**src/sv/fdss_pkg.sv**
```systemverilog
// ----------------------------------------------------------------------------
// fdss_pkg
// Types, constants and lookup functions of the seven-segment serializer.
// ----------------------------------------------------------------------------
`default_nettype none

package fdss_pkg;

    localparam int VALUE_W       = 14;
    localparam int FRAME_BITS    = 16;
    localparam int CNT_W         = $clog2(FRAME_BITS);
    localparam int QUEUE_DEPTH   = 4;
    localparam int NUM_DIGITS    = 4;
    localparam int DIGIT_IDX_W   = $clog2(NUM_DIGITS);

    localparam logic [VALUE_W-1:0] VALUE_WRAP = VALUE_W'(10000);

    // digit-select codes
    localparam logic [7:0] SEL_ONES      = 8'h01;
    localparam logic [7:0] SEL_TENS      = 8'h02;
    localparam logic [7:0] SEL_HUNDREDS  = 8'h04;
    localparam logic [7:0] SEL_THOUSANDS = 8'h08;
    localparam logic [7:0] SEG_BLANK     = 8'hFF;

    // digit indexes
    localparam logic [DIGIT_IDX_W-1:0] IDX_ONES      = DIGIT_IDX_W'(0);
    localparam logic [DIGIT_IDX_W-1:0] IDX_TENS      = DIGIT_IDX_W'(1);
    localparam logic [DIGIT_IDX_W-1:0] IDX_HUNDREDS  = DIGIT_IDX_W'(2);
    localparam logic [DIGIT_IDX_W-1:0] IDX_THOUSANDS = DIGIT_IDX_W'(3);

    typedef struct packed {
        logic [VALUE_W-1:0] value;
        logic               show_leading_zeros;
    } fdss_in_t;

    typedef struct packed {
        logic data_bit;
        logic latch;
        logic last;
    } fdss_out_t;

    // one queued frame: segment byte, select byte, last frame of the pass
    typedef struct packed {
        logic [FRAME_BITS-1:0] frame;
        logic                  last;
    } fdss_entry_t;

    typedef struct packed {
        logic        valid;
        fdss_entry_t entry;
    } fdss_slot_t;

    typedef enum logic [0:0] {
        FRONT_IDLE,
        FRONT_DIGIT
    } fdss_front_state_t;

    // active-low segment pattern of a decimal digit
    function automatic logic [7:0] seg_of(input logic [3:0] digit);
        logic [7:0] seg;
        case (digit)
            4'd0:    seg = 8'hC0;
            4'd1:    seg = 8'hF9;
            4'd2:    seg = 8'hA4;
            4'd3:    seg = 8'hB0;
            4'd4:    seg = 8'h99;
            4'd5:    seg = 8'h92;
            4'd6:    seg = 8'h82;
            4'd7:    seg = 8'hF8;
            4'd8:    seg = 8'h80;
            4'd9:    seg = 8'h90;
            default: seg = SEG_BLANK;
        endcase
        return seg;
    endfunction

    function automatic logic [7:0] sel_of(input logic [DIGIT_IDX_W-1:0] idx);
        logic [7:0] sel;
        case (idx)
            IDX_ONES:      sel = SEL_ONES;
            IDX_TENS:      sel = SEL_TENS;
            IDX_HUNDREDS:  sel = SEL_HUNDREDS;
            IDX_THOUSANDS: sel = SEL_THOUSANDS;
            default:       sel = SEL_ONES;
        endcase
        return sel;
    endfunction

endpackage

`default_nettype wire

```
**src/sv/fdss_queue.sv**
```systemverilog
// ----------------------------------------------------------------------------
// fdss_queue
// Small frame queue between the digit front end and the bit shifter.
// ----------------------------------------------------------------------------
`default_nettype none

module fdss_queue #(
    parameter int DEPTH = 4
) (
    input  wire logic                aclk,
    input  wire logic                aresetn,
    input  wire fdss_pkg::fdss_slot_t push_i,
    output logic                     full_o,
    input  wire logic                pop_i,
    output fdss_pkg::fdss_slot_t     head_o
);
    import fdss_pkg::*;

    localparam int PTR_W = $clog2(DEPTH);
    localparam int CNT_W = $clog2(DEPTH + 1);
    localparam logic [PTR_W-1:0] PTR_LAST = PTR_W'(DEPTH - 1);
    localparam logic [CNT_W-1:0] CNT_FULL = CNT_W'(DEPTH);

    fdss_entry_t      entries_reg [DEPTH];
    logic [PTR_W-1:0] wr_ptr_reg, wr_ptr_next;
    logic [PTR_W-1:0] rd_ptr_reg, rd_ptr_next;
    logic [CNT_W-1:0] count_reg, count_next;
    logic             do_push, do_pop;

    assign full_o  = (count_reg == CNT_FULL);
    assign do_push = push_i.valid && !full_o;
    assign do_pop  = pop_i && (count_reg != '0);

    assign head_o.valid = (count_reg != '0);
    assign head_o.entry = entries_reg[rd_ptr_reg];

    // pointer and fill bookkeeping
    always_comb begin
        wr_ptr_next = wr_ptr_reg;
        rd_ptr_next = rd_ptr_reg;
        count_next  = count_reg;
        if (do_push) begin
            wr_ptr_next = (wr_ptr_reg == PTR_LAST) ? '0 : wr_ptr_reg + 1'b1;
        end
        if (do_pop) begin
            rd_ptr_next = (rd_ptr_reg == PTR_LAST) ? '0 : rd_ptr_reg + 1'b1;
        end
        case ({do_push, do_pop})
            2'b10:   count_next = count_reg + 1'b1;
            2'b01:   count_next = count_reg - 1'b1;
            default: count_next = count_reg;
        endcase
    end

    always_ff @(posedge aclk) begin
        if (!aresetn) begin
            wr_ptr_reg <= '0;
            rd_ptr_reg <= '0;
            count_reg  <= '0;
        end else begin
            wr_ptr_reg <= wr_ptr_next;
            rd_ptr_reg <= rd_ptr_next;
            count_reg  <= count_next;
        end
    end

    // storage, no reset
    always_ff @(posedge aclk) begin
        if (do_push) begin
            entries_reg[wr_ptr_reg] <= push_i.entry;
        end
    end

endmodule

`default_nettype wire

```
**src/sv/fdss_front.sv**
```systemverilog
// ----------------------------------------------------------------------------
// fdss_front
// Accepts a value, extracts one decimal digit per cycle (stalling only on a shown
// digit while the queue is full) and queues a frame for every digit that is shown.
// ----------------------------------------------------------------------------
`default_nettype none

module fdss_front (
    input  wire logic                aclk,
    input  wire logic                aresetn,
    input  wire logic                s_valid,
    output logic                     s_ready,
    input  wire fdss_pkg::fdss_in_t  s_payload,
    output fdss_pkg::fdss_slot_t     push_o,
    input  wire logic                full_i
);
    import fdss_pkg::*;

    // x * 52429 >> 19 equals x / 10 for every x below 10000
    localparam logic [15:0] RECIP_TEN = 16'd52429;
    localparam int          RECIP_SH  = 19;
    localparam int          PROD_W    = VALUE_W + 16;

    fdss_front_state_t      state_reg, state_next;
    logic [VALUE_W-1:0]     rem_reg, rem_next;
    logic [DIGIT_IDX_W-1:0] idx_reg, idx_next;
    logic [DIGIT_IDX_W-1:0] last_idx_reg, last_idx_next;

    logic [PROD_W-1:0]      prod;
    logic [VALUE_W-1:0]     quot;
    logic [VALUE_W-1:0]     ten_quot;
    logic [3:0]             digit;
    logic                   shown;

    // divide by ten through the reciprocal, remainder is the digit
    assign prod     = PROD_W'(rem_reg) * PROD_W'(RECIP_TEN);
    assign quot     = VALUE_W'(prod >> RECIP_SH);
    assign ten_quot = VALUE_W'({quot, 3'b000}) + VALUE_W'({quot, 1'b0});
    assign digit    = 4'(rem_reg - ten_quot);
    assign shown    = (idx_reg <= last_idx_reg);

    assign push_o.entry.frame = {seg_of(digit), sel_of(idx_reg)};
    assign push_o.entry.last  = (idx_reg == last_idx_reg);

    // sequencer
    always_comb begin
        state_next    = state_reg;
        rem_next      = rem_reg;
        idx_next      = idx_reg;
        last_idx_next = last_idx_reg;
        s_ready       = 1'b0;
        push_o.valid  = 1'b0;
        case (state_reg)
            FRONT_IDLE: begin
                s_ready = 1'b1;
                if (s_valid) begin
                    rem_next = (s_payload.value >= VALUE_WRAP) ?
                               s_payload.value - VALUE_WRAP : s_payload.value;
                    idx_next = IDX_ONES;
                    if (s_payload.show_leading_zeros ||
                        s_payload.value > VALUE_W'(999)) begin
                        last_idx_next = IDX_THOUSANDS;
                    end else if (s_payload.value > VALUE_W'(99)) begin
                        last_idx_next = IDX_HUNDREDS;
                    end else if (s_payload.value > VALUE_W'(9)) begin
                        last_idx_next = IDX_TENS;
                    end else begin
                        last_idx_next = IDX_ONES;
                    end
                    state_next = FRONT_DIGIT;
                end
            end
            FRONT_DIGIT: begin
                push_o.valid = shown;
                if (!shown || !full_i) begin
                    rem_next = quot;
                    idx_next = idx_reg + 1'b1;
                    if (idx_reg == IDX_THOUSANDS) begin
                        state_next = FRONT_IDLE;
                    end
                end
            end
            default: begin
                state_next = FRONT_IDLE;
            end
        endcase
    end

    always_ff @(posedge aclk) begin
        if (!aresetn) begin
            state_reg <= FRONT_IDLE;
        end else begin
            state_reg <= state_next;
        end
    end

    always_ff @(posedge aclk) begin
        rem_reg      <= rem_next;
        idx_reg      <= idx_next;
        last_idx_reg <= last_idx_next;
    end

endmodule

`default_nettype wire

```
**src/sv/fdss_back.sv**
```systemverilog
// ----------------------------------------------------------------------------
// fdss_back
// Shifts queued frames out MSB first, one bit per beat, through an output
// register.
// ----------------------------------------------------------------------------
`default_nettype none

module fdss_back (
    input  wire logic                aclk,
    input  wire logic                aresetn,
    input  wire fdss_pkg::fdss_slot_t head_i,
    output logic                     pop_o,
    output logic                     m_valid,
    input  wire logic                m_ready,
    output fdss_pkg::fdss_out_t      m_payload
);
    import fdss_pkg::*;

    localparam logic [CNT_W-1:0] CNT_LAST = CNT_W'(FRAME_BITS - 1);

    logic [FRAME_BITS-1:0] frame_reg, frame_next;
    logic [CNT_W-1:0]      cnt_reg, cnt_next;
    logic                  busy_reg, busy_next;
    logic                  last_frame_reg, last_frame_next;
    logic                  out_valid_reg, out_valid_next;
    fdss_out_t             out_reg, out_next;
    logic                  advance, load, frame_end;

    assign advance   = busy_reg && (!out_valid_reg || m_ready);
    assign frame_end = (cnt_reg == CNT_LAST);
    assign load      = head_i.valid && (!busy_reg || (advance && frame_end));
    assign pop_o     = load;

    assign m_valid   = out_valid_reg;
    assign m_payload = out_reg;

    // shifter and output slot
    always_comb begin
        frame_next      = frame_reg;
        cnt_next        = cnt_reg;
        busy_next       = busy_reg;
        last_frame_next = last_frame_reg;
        out_next        = out_reg;
        out_valid_next  = out_valid_reg;

        if (advance) begin
            out_next.data_bit = frame_reg[FRAME_BITS-1];
            out_next.latch    = frame_end;
            out_next.last     = frame_end && last_frame_reg;
            out_valid_next    = 1'b1;
            frame_next        = {frame_reg[FRAME_BITS-2:0], 1'b0};
            cnt_next          = cnt_reg + 1'b1;
            if (frame_end) begin
                busy_next = 1'b0;
            end
        end else if (m_ready) begin
            out_valid_next = 1'b0;
        end

        if (load) begin
            frame_next      = head_i.entry.frame;
            last_frame_next = head_i.entry.last;
            cnt_next        = '0;
            busy_next       = 1'b1;
        end
    end

    always_ff @(posedge aclk) begin
        if (!aresetn) begin
            busy_reg      <= 1'b0;
            out_valid_reg <= 1'b0;
        end else begin
            busy_reg      <= busy_next;
            out_valid_reg <= out_valid_next;
        end
    end

    always_ff @(posedge aclk) begin
        frame_reg      <= frame_next;
        cnt_reg        <= cnt_next;
        last_frame_reg <= last_frame_next;
        out_reg        <= out_next;
    end

endmodule

`default_nettype wire

```
**src/sv/four_digit_seven_segment_serializer.sv**
```systemverilog
// ----------------------------------------------------------------------------
// four_digit_seven_segment_serializer
// Turns a 14-bit value, wrapped modulo 10000 to four decimal digits, into
// serial shift-register frames for a multiplexed seven-segment display.
// Usage:
//   s_ channel: one beat carries a value and the leading-zero flag.
//   m_ channel: one beat per shifted bit (data_bit, latch, last). A pass
//   is 16, 32, 48 or 64 beats: one 16-bit frame (segment byte, then
//   digit-select byte) per shown digit, ones digit first. latch marks the
//   sixteenth bit of every frame, last the final bit of the pass.
//   Path: front-end registers, frame queue, shift register, output register.
//   Throughput: one output bit per cycle while m_ready is high and the queue
//   holds frames. The front end takes a value in its accept state, then steps
//   through all four digit positions, shown or not; the next value is taken
//   while the previous pass is still shifting, as long as the frame queue
//   has room. The bit shifter sets the sustained rate.
//   Reset: synchronous, active low; clears queue, shifter and output slot.
//   Stall: when m_ready is low the output beat holds, the shifter stops,
//   the queue fills and then the front end stops taking values.
// ----------------------------------------------------------------------------
`default_nettype none

module four_digit_seven_segment_serializer #(
    parameter int QUEUE_DEPTH = fdss_pkg::QUEUE_DEPTH
) (
    input  wire logic               aclk,
    input  wire logic               aresetn,
    input  wire logic               s_valid,
    output logic                    s_ready,
    input  wire fdss_pkg::fdss_in_t s_payload,
    output logic                    m_valid,
    input  wire logic               m_ready,
    output fdss_pkg::fdss_out_t     m_payload
);
    import fdss_pkg::*;

    fdss_slot_t push;
    fdss_slot_t head;
    logic       full;
    logic       pop;

    fdss_front u_front (
        .aclk      (aclk),
        .aresetn   (aresetn),
        .s_valid   (s_valid),
        .s_ready   (s_ready),
        .s_payload (s_payload),
        .push_o    (push),
        .full_i    (full)
    );

    fdss_queue #(
        .DEPTH (QUEUE_DEPTH)
    ) u_queue (
        .aclk    (aclk),
        .aresetn (aresetn),
        .push_i  (push),
        .full_o  (full),
        .pop_i   (pop),
        .head_o  (head)
    );

    fdss_back u_back (
        .aclk      (aclk),
        .aresetn   (aresetn),
        .head_i    (head),
        .pop_o     (pop),
        .m_valid   (m_valid),
        .m_ready   (m_ready),
        .m_payload (m_payload)
    );

endmodule

`default_nettype wire

```
**config.mk**
```make
export PLATFORM = sky130hd
export DESIGN_NAME = four_digit_seven_segment_serializer
export DESIGN_NICKNAME = d
export VERILOG_FILES = /design/src/sv/fdss_pkg.sv /design/src/sv/fdss_queue.sv /design/src/sv/fdss_front.sv /design/src/sv/fdss_back.sv /design/src/sv/four_digit_seven_segment_serializer.sv
export SDC_FILE = /design/constraint.sdc
export NUM_CORES = 1
export LEC_CHECK = 0
export ABC_AREA = 1
export BUFFER_PORTS_ARGS = -buffer_cell sky130_fd_sc_hd__buf_2
export CORE_MARGIN = 10
export CORE_UTILIZATION = 55
export CTS_BUF_LIST = sky130_fd_sc_hd__clkbuf_4 sky130_fd_sc_hd__clkbuf_8
export CTS_CLUSTER_DIAMETER = 150
export DETAILED_ROUTE_END_ITERATION = 10
export GPL_ROUTABILITY_DRIVEN = 0
export PLACE_DENSITY = 0.82
export SLEW_MARGIN = 20
export SYNTH_ARGS = -nofsm -noshare
export SYNTH_HDL_FRONTEND = slang
export SYNTH_SLANG_ARGS = --single-unit
```
**constraint.sdc**
```tcl
create_clock -name aclk -period 6.7 [get_ports aclk]
set_input_delay 0.67 -clock aclk [delete_from_list [all_inputs] [get_ports aclk]]
set_output_delay 0.67 -clock aclk [all_outputs]
set_load 0.005 [all_outputs]
```
Yosys cells after proc, flatten, opt, wreduce, memory -nomap -nowiden. Memory sizes are Yosys's and may differ from the RTL's. A register that Yosys moved wholly into a read port is not among the register bits. Index checks and enable logic that the tools add are counted.

Register bits after elaboration: 52. Bits in latches: 0. RAM bits: 68. Memory bits (read-only): 112. Input port bits: 19. Output and inout bits: 5. Word-level logic and storage cells: 100. Memories: 2.

Add/subtract/negate cells: 9. Multipliers: 1. Div/mod/pow operators: 0. Order comparisons: 5. Equality and inequality tests: 12. Shifts and indexed selects: 0. Mux-type cells: 30. Bitwise operators: 1. Reductions and logical operators: 24.

Memories: (name not given) (depth 16, bits a word 7, rd ports 1, clocked after Yosys merged registers in 0, wr ports 0, RTL line fdss_pkg.sv:61) `case (digit)`; u_queue.entries_reg (depth 4, bits a word 17, rd ports 1, clocked after Yosys merged registers in 1, wr ports 1, RTL line fdss_queue.sv:24) `fdss_entry_t entries_reg [DEPTH];`.

Operator list (number): 2-to-1 mux 14 bit (3); 2-to-1 mux 16 bit (2); one-hot mux 8 bit (4 select lines) (1); multiplier 14 x 16 -> 30 bit, second input constant (1); one-hot mux 14 bit (2 select lines) (1); greater-or-equal comparator 14 bit, second input constant (1); greater-than comparator 14 x 10 -> 1 bit, second input constant (1); greater-than comparator 14 x 4 -> 1 bit, second input constant (1); greater-than comparator 14 x 7 -> 1 bit, second input constant (1); 2-to-1 mux 1 bit (14); subtractor 14 bit, second input constant (1); 2-to-1 mux 2 bit (6); == test 2 bit, second input constant (5); nonzero test 2 bit (4); adder 2 x 1 -> 2 bit, second input constant (3); logical AND 1 bit (6); one-hot mux 3 bit (2 select lines) (1); AND reduction 2 bit (3); adder 4 x 1 -> 4 bit, second input constant (1); adder 4 bit (1); == test 2 x 1 -> 1 bit, second input constant (2); == test 4 bit, second input constant (1); zero test 1 bit (4); logical OR 1 bit (4); 13 further kinds (14).

Logic depth before layout (Yosys ltp).
Word-level depth: 9. Gate-level depth with buffers: 32. Depth with buffers taken out: 32.

Modules after synthesis. Synthesis repeated with hierarchy kept, for this count alone.

Cells, all modules: 1048. Area, all modules: 9716.8 µm².

Modules (own cells, without submodules): fdss_front (instances 1, cells each 698, area each 5466.5 µm², seq. area each 560.5 µm²); fdss_queue (instances 1, cells each 232, area each 3080.5 µm², seq. area each 2222.1 µm²); fdss_back (instances 1, cells each 118, area each 1169.9 µm², seq. area each 720.7 µm²).

Worst setup path before layout. OpenSTA, ideal clock, no wires.

Kind: reg2reg. Start point: reg u_front.rem_reg[12]. End point: mem u_queue.entries_reg[0][14] (netlist name), data pin. Library setup time: 0.266 ns. Arrival time: 5.504 ns. Data required time: 6.434 ns. Setup slack: 0.930 ns. Cell stages (with the launch flop): 26. Clock period less this slack: 5.770 ns. Cells stage by stage: edfxtp_1 -> inv_1 -> ha_1 -> fa_1 -> fa_1 -> fa_1 -> inv_1 -> fa_1 -> inv_1 -> fa_1 -> inv_1 -> ha_1 -> a21oi_1 -> o21ai_0 -> a31oi_1 -> nand3_1 -> xor2_1 -> ha_1 -> inv_1 -> or2_2 -> nand2_1 -> inv_1 -> nand2_1 -> o21ai_0 -> nand3_1 -> nand2_1.

RTL lines: start: declaration (RTL line fdss_front.sv:25) `logic [VALUE_W-1:0] rem_reg, rem_next;`; start signal: assignment (RTL line fdss_front.sv:98) `rem_reg <= rem_next;`; end: declaration (RTL line fdss_queue.sv:24).

==> reports/results.ini <==
[floorplan]
floorplan.die_area_mm2 = 0.0211
initial_core_util = 0.564
die-width_um = 145
die_h_um = 145
design.core.area_mm2 = 0.0153
ios = 24
row_count = 45

[sta]
worst_slew_pin_slew_ns = 0.873
rsz_0062_raised_after_global_routing = false
fmaxAchievable_mhz = 162
timing_max_transition_violations_final = 0
final_worst_hold_slack_ns = 0.446
timing.max_slew.rel_slack = 0.418
setup_total_negative_slack_ns = 0
post-route-min-period_ns = 6.19
finalCritPeriodShare = 0.923
fin_worst_skew_ns = 0.0152
hold_viol_final = 0
setup_viol = 0

[layout]
flow.area_growth_from_synthesis_pct = 6.60
most_frequent_cells_in_the_layout = sky130_fd_sc_hd__inv_1 (187), sky130_fd_sc_hd__nand2_1 (143), sky130_fd_sc_hd__ha_1 (132)
flip_flop_count_of_the_largest_register_after_layout = 48
nets_finish = 1191
layout_commonest_cell = sky130_fd_sc_hd__inv_1
layout-drive-gt1-share = 0.0857

[min_path]
worst_hold_path_type = reg2reg
min-delay-start = u_back.frame_reg[15]

[logic_synthesis]
netlist_top_cells_area = sky130_fd_sc_hd__edfxtp_1 (30%), sky130_fd_sc_hd__ha_1 (19%), sky130_fd_sc_hd__fa_1 (12%)
synth_top_area_frac = 0.299
post_synthesis_register_bit_count = 102
synth_ff_type = sky130_fd_sc_hd__edfxtp_1
syn_area_per_cell_um2 = 9.00
edff_count_synth = 86
yosysSeqAreaShare = 0.336
synth_fp_nets = 1165
syn_inst = 961
synth_async_sr_flop_share = 0
synthDistinctLibCells = 45
synth.cell_area_mm2 = 0.00864
synth_area_leader_cell = sky130_fd_sc_hd__edfxtp_1
yosysWarningCount = 0

[run]
maxCapViolations = 0

[critical_path]
cp-startpoint = u_front.rem_reg[12]
worst_r2r_startpoint = u_front.rem_reg[12]
critPathArrivalTime_ns = 6.28
worstSetupPathType = reg2reg
required_ns = 6.79
endpoint_type_of_the_worst_setup_path = flip-flop
critPathMaxFanout = 6
setup.worst_path.start_class = flip-flop

[clock_tree]
tritoncts.num_buffers = 9
cts_tree = yes
clock_latency_ns = 0.37
clock_sink_count = 102
cts_root_buffer = sky130_fd_sc_hd__clkbuf_8
htree_levels = 3
path_clk_slew_ns = 0.11
postCtsSetupRepairBufs = 0
max-clock-path-buffers = 2

[global_routing]
grt_remaining_overflow = 0
grtUsageTotal = 0.177
grt_start_max_net_pins = 34
antenna_violations_before_repair = 1
grt_pass1_wl_mm = 31.2
number_of_global_route_vias_before_repair = 6583

[drt]
drcViolationCount = 0
route.antenna.remaining_nets = 0
finalWirelength_mm = 18.3
drt-wirelength-per-cell_um = 15.2
vias = 6389
post_drt_via_cell_ratio = 5.31
first_iter_violations = 591
firstDrtPassIters = 5

[place]
placement.io_buffers = 23
place.detailed.hpwl_mm = 14.8

[run_status]
outcome = completed

## cells in the mapped netlist, types with 5 or more instances
master and number:
sky130_fd_sc_hd__inv_1 187, sky130_fd_sc_hd__nand2_1 143, sky130_fd_sc_hd__ha_1 132, sky130_fd_sc_hd__nor2_1 109
sky130_fd_sc_hd__edfxtp_1 86, sky130_fd_sc_hd__o21ai_0 56, sky130_fd_sc_hd__fa_1 53, sky130_fd_sc_hd__a21oi_1 39
sky130_fd_sc_hd__nand3_1 30, sky130_fd_sc_hd__dfxtp_1 16, sky130_fd_sc_hd__a31oi_1 13, sky130_fd_sc_hd__clkbuf_1 11
sky130_fd_sc_hd__xor2_1 10, sky130_fd_sc_hd__nand2_2 9, sky130_fd_sc_hd__nor3_1 8, sky130_fd_sc_hd__inv_2 7
sky130_fd_sc_hd__nand2_4 5, sky130_fd_sc_hd__or2_2 5, sky130_fd_sc_hd__xnor2_1 5
## kinds of logic after synthesis
family / synth area share
AOI/OAI and AO/OA: 0.0798
xor gates and xnor gates: 0.0152
adders and majority gates: 0.314
buffers and inverters: 0.0900
DFF: 0.336
and+or+nand+nor: 0.165
## per-stage QoR
| step | instance area, um2 | worst slack, ns | instances | util |
|---|---|---|---|---|
| detailed placement | 9020 | 0.510 | 1187 | 0.589 |
| CTS | 9210 | 0.477 | 1203 | 0.601 |
| global route | 9210 | 0.0608 | 1203 | 0.602 |
| floorplan | 8640 | 0.930 | 961 | - |
| global placement | 9010 | 0.633 | 1187 | 0.589 |
| finish | 9220 | 0.513 | 1204 | 0.602 |
## layout make-up
type	count	area [um2]
diodes	1	2.50
clock buffers	9	124
clock inverters	7	67.6
fillers	1273	6100
inverters	194	728
multi-input cells	652	4970
flip-flops and latches	102	2900
well taps	211	264
repair buffers	28	153
## final timing paths
kind / cells past startpoint / slack, ns / end
setup / recovery: 25 / 0.51 / u_queue.entries_reg[3][12]
hold reg to reg: 0 / 0.45 / u_back.m_payload[2]
setup reg to reg: 25 / 0.51 / u_queue.entries_reg[3][12]
hold / removal: 0 / 0.45 / u_back.m_payload[2]
## worst max-delay path: stages (launching register included)
cell and delay [ns]:
sky130_fd_sc_hd__edfxtp_1 0.42, sky130_fd_sc_hd__inv_1 0.07, sky130_fd_sc_hd__ha_1 0.34, sky130_fd_sc_hd__fa_2 0.65
sky130_fd_sc_hd__fa_1 0.47, sky130_fd_sc_hd__fa_1 0.55, sky130_fd_sc_hd__inv_1 0.05, sky130_fd_sc_hd__fa_1 0.52
sky130_fd_sc_hd__inv_1 0.06, sky130_fd_sc_hd__fa_1 0.50, sky130_fd_sc_hd__inv_1 0.04, sky130_fd_sc_hd__ha_1 0.31
sky130_fd_sc_hd__a21oi_1 0.17, sky130_fd_sc_hd__o21ai_0 0.11, sky130_fd_sc_hd__a31oi_1 0.14, sky130_fd_sc_hd__nand3_1 0.13
sky130_fd_sc_hd__xor2_1 0.19, sky130_fd_sc_hd__ha_1 0.31, sky130_fd_sc_hd__inv_1 0.05, sky130_fd_sc_hd__or2_2 0.26
sky130_fd_sc_hd__nand2_1 0.14, sky130_fd_sc_hd__inv_1 0.12, sky130_fd_sc_hd__nand2_1 0.07, sky130_fd_sc_hd__nand2_1 0.04
sky130_fd_sc_hd__nand3_1 0.07, sky130_fd_sc_hd__nand2_1 0.13
## routing by layer
metal,GRT usage,part of all wire
met4,0.0536,0.021
met5,0,0
met2,0.286,0.46
met3,0.0410,0.075
met1,0.232,0.44
## timing repair
| item | in CTS | in global routing |
|---|---|---|
| gates resized for setup | 0 | 1 |
| hold buffers | 0 | 0 |
| endpoints found under the setup margin | 0 | 2 |
Power is not shown: default switching activity piles up to over one toggle a cycle in this logic, so the estimate is an artifact.
